==> config.mk <==
export PLATFORM = sky130hd
export DESIGN_NAME = lwss_mul
export DESIGN_NICKNAME = d
export VERILOG_FILES = /design/src/lwss_pkg.sv /design/src/lwss_mul.sv
export SDC_FILE = /design/constraint.sdc
export NUM_CORES = 2
export LEC_CHECK = 0
export BUFFER_PORTS_ARGS = -buffer_cell sky130_fd_sc_hd__buf_2
export CORE_MARGIN = 3
export CORE_UTILIZATION = 52
export CTS_CLUSTER_DIAMETER = 150
export CTS_CLUSTER_SIZE = 28
export DETAILED_ROUTE_END_ITERATION = 6
export PLACE_DENSITY = 0.68
export REMOVE_ABC_BUFFERS = 1
export SLEW_MARGIN = 25
export SYNTH_ARGS = -nofsm -noshare
export SYNTH_HDL_FRONTEND = slang
export SYNTH_SLANG_ARGS = --single-unit
==> constraint.sdc <==
create_clock -name clk -period 8.3 [get_ports clk]
set_clock_uncertainty 0.2 [all_clocks]
set_input_delay 1.66 -clock clk [delete_from_list [all_inputs] [get_ports clk]]
set_output_delay 1.66 -clock clk [all_outputs]
set_load 0.005 [all_outputs]
==> src/lwss_pkg.sv <==
// Shared types and constants for the length weighted segment sampler.
// Holds command and status codes, stream field layout and the store control struct.
// No dependencies.
`default_nettype none

package lwss_pkg;

	// Command carried on the request tuser
	typedef enum logic [1:0] {
		CMD_CLEAR  = 2'd0,
		CMD_APPEND = 2'd1,
		CMD_DRAW   = 2'd2
	} cmd_t;

	// Status carried on the result tuser
	localparam logic [1:0] ST_OK    = 2'd0;
	localparam logic [1:0] ST_FULL  = 2'd1;
	localparam logic [1:0] ST_EMPTY = 2'd2;

	// Stream payload widths
	localparam int unsigned IN_DW  = 304;
	localparam int unsigned OUT_DW = 104;
	localparam int unsigned COORD_W = 32;
	localparam int unsigned TOTAL_W = 40;
	localparam int unsigned TARGET_W = 56;

	// Request field offsets inside tdata
	localparam int unsigned OFS_WEIGHT  = 192;
	localparam int unsigned OFS_U_PICK  = 224;
	localparam int unsigned OFS_U_ALONG = 240;
	localparam int unsigned OFS_JITTER  = 256;

	// Shared multiplier operand and product widths
	localparam int unsigned MUL_AW = 41;
	localparam int unsigned MUL_BW = 18;
	localparam int unsigned MUL_PW = 59;

	// Accumulator width for one interpolated axis
	localparam int unsigned ACC_W = 52;

	// Write strobes into the segment store
	typedef struct packed {
		logic ep_we;
		logic pf_we;
	} store_ctl_t;

endpackage

`default_nettype wire

==> src/lwss_mul.sv <==
// Shared signed multiplier with a registered product.
// Serves the draw target and all per-axis products; depends on lwss_pkg.
`default_nettype none

module lwss_mul (
	input  wire logic                                    clk,
	input  wire logic signed [lwss_pkg::MUL_AW-1:0]      a,
	input  wire logic signed [lwss_pkg::MUL_BW-1:0]      b,
	output logic signed      [lwss_pkg::MUL_PW-1:0]      prod_q
);
	import lwss_pkg::*;

	// Register every product before it is used
	always_ff @(posedge clk) begin
		prod_q <= a * b;
	end

endmodule

`default_nettype wire

## Word-level counts from Yosys, hierarchy flattened

Index checks and enable logic that the tools add are counted.

| word-level totals | value |
|---|---|
| flip-flop bits (word level) | 59 |

| operators by class | value |
|---|---|
| multiply operators | 1 |

Operators by type and width:

| kind | number |
|---|---|
| multiplier 41 x 18 -> 59 bit | 1 |

## Logic depth before layout (Yosys ltp)

| depth | value |
|---|---|
| depth after elaboration | 1 |
| gate-level depth with buffers | 25 |
| mapped depth without buffers | 23 |

## Worst setup path after synthesis

Ideal clock, no wire load.

| timing | value |
|---|---|
| kind | input port to flip-flop |
| start point | in a[36] (netlist name) |
| end point | reg prod_q[58] (netlist name) |
| arrival time | 7.620 ns |
| data required time | 8.028 ns |
| library setup time | 0.072 ns |
| stages | 24 |
| setup slack | 0.408 ns |
| path buffers | 2 |
| cell sequence | clkbuf_1 clkbuf_1 nand2_1 fa_1 inv_1 fa_1 inv_1 fa_1 inv_1 fa_1 fa_1 inv_1 fa_1 inv_1 ha_1 a21o_1 a21oi_1 or4b_1 o21ai_2 o221ai_2 o41ai_4 o2111ai_1 a31oi_1 xnor2_1 |

| on the way | value |
|---|---|
| longest elaborated chain between the ends | 1 |

RTL lines:

| element | RTL line | source |
|---|---|---|
| from (decl) | lwss_mul.sv:7 | `input wire logic signed [lwss_pkg::MUL_AW-1:0] a,` |
| multiplier 41 x 18 -> 59 bit | lwss_mul.sv:15 | `prod_q <= a * b;` |
| to (signal assigned) | lwss_mul.sv:15 |  |
| to (decl) | lwss_mul.sv:9 | `output logic signed [lwss_pkg::MUL_PW-1:0] prod_q` |

Every way passes these cells.

## Worst setup path in the final report

| timing | value |
|---|---|
| start point | in b[5] (netlist name) |
| end point | reg prod_q[58] (netlist name) |

| on the way | value |
|---|---|
| longest elaborated chain between the ends | 1 |

RTL lines:

| element | RTL line | source |
|---|---|---|
| from (decl) | lwss_mul.sv:8 | `input wire logic signed [lwss_pkg::MUL_BW-1:0] b,` |
| multiplier 41 x 18 -> 59 bit | lwss_mul.sv:15 |  |

Every way passes these cells.

==> reports/qor.csv <==
stage;metric;value;unit
status;outcome;completed;
critical_path;critPathArrivalTime;8.13;ns
critical_path;crit_required;8.41;ns
critical_path;critPathCaptureType;register;
route;via_count;19417;
route;ant_nets;0;
die;num_rows;81;
critical_path;timing_worst_setup_path_type;primary input to register;
synthesis;ys_dominant_reg_cell;dfxtp_1;
clock_tree;cts_max_level;3;
finish;largest_reg_flops;59;
die;core_area;49300;µm²
timing;tightest_slew;0.716;ns
finish;utilization;0.578;
clock_tree;tritoncts;built;
synthesis;synth_enable_flop_cells;0;
die;initial_core_util;0.531;
clock_tree;cts-hold-fix-buffers;0;
clock_tree;clock_path_buffers;2;
timing;setup_ws;0.285;ns
timing;fmax;125;MHz
synthesis;seq_area_frac_synth;0.0452;
critical_path;cp-start-kind;primary input;
clock_tree;cts_buffers;9;
timing;slew_headroom;0.523;
placement;place_ws;-0.0789;ns
clock_tree;clock-sinks;59;
route;drt_iter0_drc;1174;
synthesis;synthArstFlopShare;0;
global_route;grt_pass1_wl;114000;µm
clock_tree;cts_setup_buffers;0;
global_route;grt_pass1_vias;22081;
placement;place_congestion;0.915;
route;dr.pass1.iters;7;
worst_hold_path;hold_path.class;primary input to register;
clock_tree;cts-root-buf;clkbuf_16;
job;maxCapViolations;0;
finish;top_register;prod_q;
timing;drv_slew;0;
route;routed_wl;67800;µm
finish;final_common_cell;inv_1;
finish;top_regs;prod_q: 59 flops;
synthesis;synth_cell_types;63;
die;die_w;230;µm
timing;fin_crit_sh;0.966;
synthesis;ys_warn_count;0;
synthesis;ys_ff_latch;59;
critical_path;path_max_fanout;29;
synthesis;syn-cell-area;26100;µm²
finish;layout_common_cells;inv_1 (835), fa_1 (697), nand2_1 (533), and2_1 (204), ha_1 (139);
die;die_h;230;µm
global_route;grt_overflow_total;0;
global_route;track_usage;0.273;
timing;timing.final.hold_violations;0;
synthesis;synth_area_per_cell;8.78;µm²
timing;min_period;8.02;ns
clock_tree;clkTransAtPathRegs;0.06;ns
global_route;antenna_found_initial;5;
placement;io_buffers;118;
route;drc_errors;0;
die;die_area;53000;µm²
route;post_drt_wl_per_cell;18.0;µm
finish;fillers;4458;
timing;rsz0062_at_grt;false;
route;viasPerCell;5.16;
finish;final_nets;3985;
placement;hpwl;58100;µm
synthesis;postSynthCellCount;2978;
global_route;grt_max_degree;37;
timing;finalSetupViolCount;0;
finish;syn2layout_area_growth;8.96;%
finish;drive_gt1_frac;0.0928;
clock_tree;cts.repair.resized;0;
die;ios;119;
[cell families after synthesis]
kind of cell	synth area share
xor+xnor	0.0191
fa+ha+maj	0.600
simple gates	0.149
compound gates	0.0435
mux	0.000383
buf+inv	0.143
flops	0.0452
[through the flow]
stage	setup TNS [ns]	std cells	area, µm²	hold slack [ns]
final	0	3761	28500	1.64
after global routing	0	3758	28500	1.65
after CTS	0	3758	28500	1.62
after detailed placement	-0.263	3742	28200	1.84
after global placement	0	3742	28200	1.84
after floorplan	0	2820	25500	1.58
[path summary, 6_finish.rpt]
kind	cells after the start	to	slack, ns	startpoint
max	23	prod_q[58]	0.28	b[5]
min	3	prod_q[0]	1.64	a[0]
[synthesized netlist by cell type (12+ instances only)]
library cell / number / area, µm²
a21o_1: 32 / 240
a21oi_1: 58 / 290
and2_1: 204 / 1280
clkbuf_1: 152 / 571
dfxtp_1: 59 / 1180
fa_1: 697 / 14000
ha_1: 139 / 1740
inv_1: 835 / 3130
nand2_1: 533 / 2000
nand4_1: 12 / 75.1
nor2_1: 60 / 225
o21ai_0: 21 / 105
o21ai_1: 12 / 60.1
xnor2_1: 39 / 342
xor2_1: 18 / 158
[critical path, stage by stage]
cell	delay, ns
buf_2	0.55
nand2_1	0.15
fa_1	0.51
inv_1	0.06
fa_1	0.53
inv_1	0.06
fa_1	0.52
inv_1	0.06
fa_1	0.51
fa_1	0.51
inv_1	0.05
fa_1	0.47
inv_1	0.04
ha_1	0.30
a21o_1	0.19
a21oi_1	0.19
or4b_1	0.48
o21ai_2	0.10
o221ai_2	0.15
o41ai_4	0.49
o2111ai_1	0.17
a31oi_1	0.22
xnor2_1	0.13
[final cells by class]
cell class              instances  area [µm²]  area share
clock buffers                  15         288      0.0101
clock inverters                 1        5.00    0.000176
diodes                          3        7.51    0.000264
flip-flops and latches         59        1180      0.0415
multi-input cells            1925       21200       0.745
well taps                     664         831      0.0292
repair buffers                258        1800      0.0633
inverters                     836        3140       0.110
[layer usage]
| metal | vias up | GRT usage | wire length, µm |
|---|---|---|---|
| li1 | 8624 | - | - |
| met1 | 9950 | 0.357 | 27500 |
| met2 | 716 | 0.455 | 33000 |
| met3 | 123 | 0.0653 | 5430 |
| met4 | 4 | 0.0772 | 1800 |
| met5 | - | 0 | 27 |
Power is not shown: default switching activity piles up to over one toggle a cycle in this logic, so the estimate is an artifact.
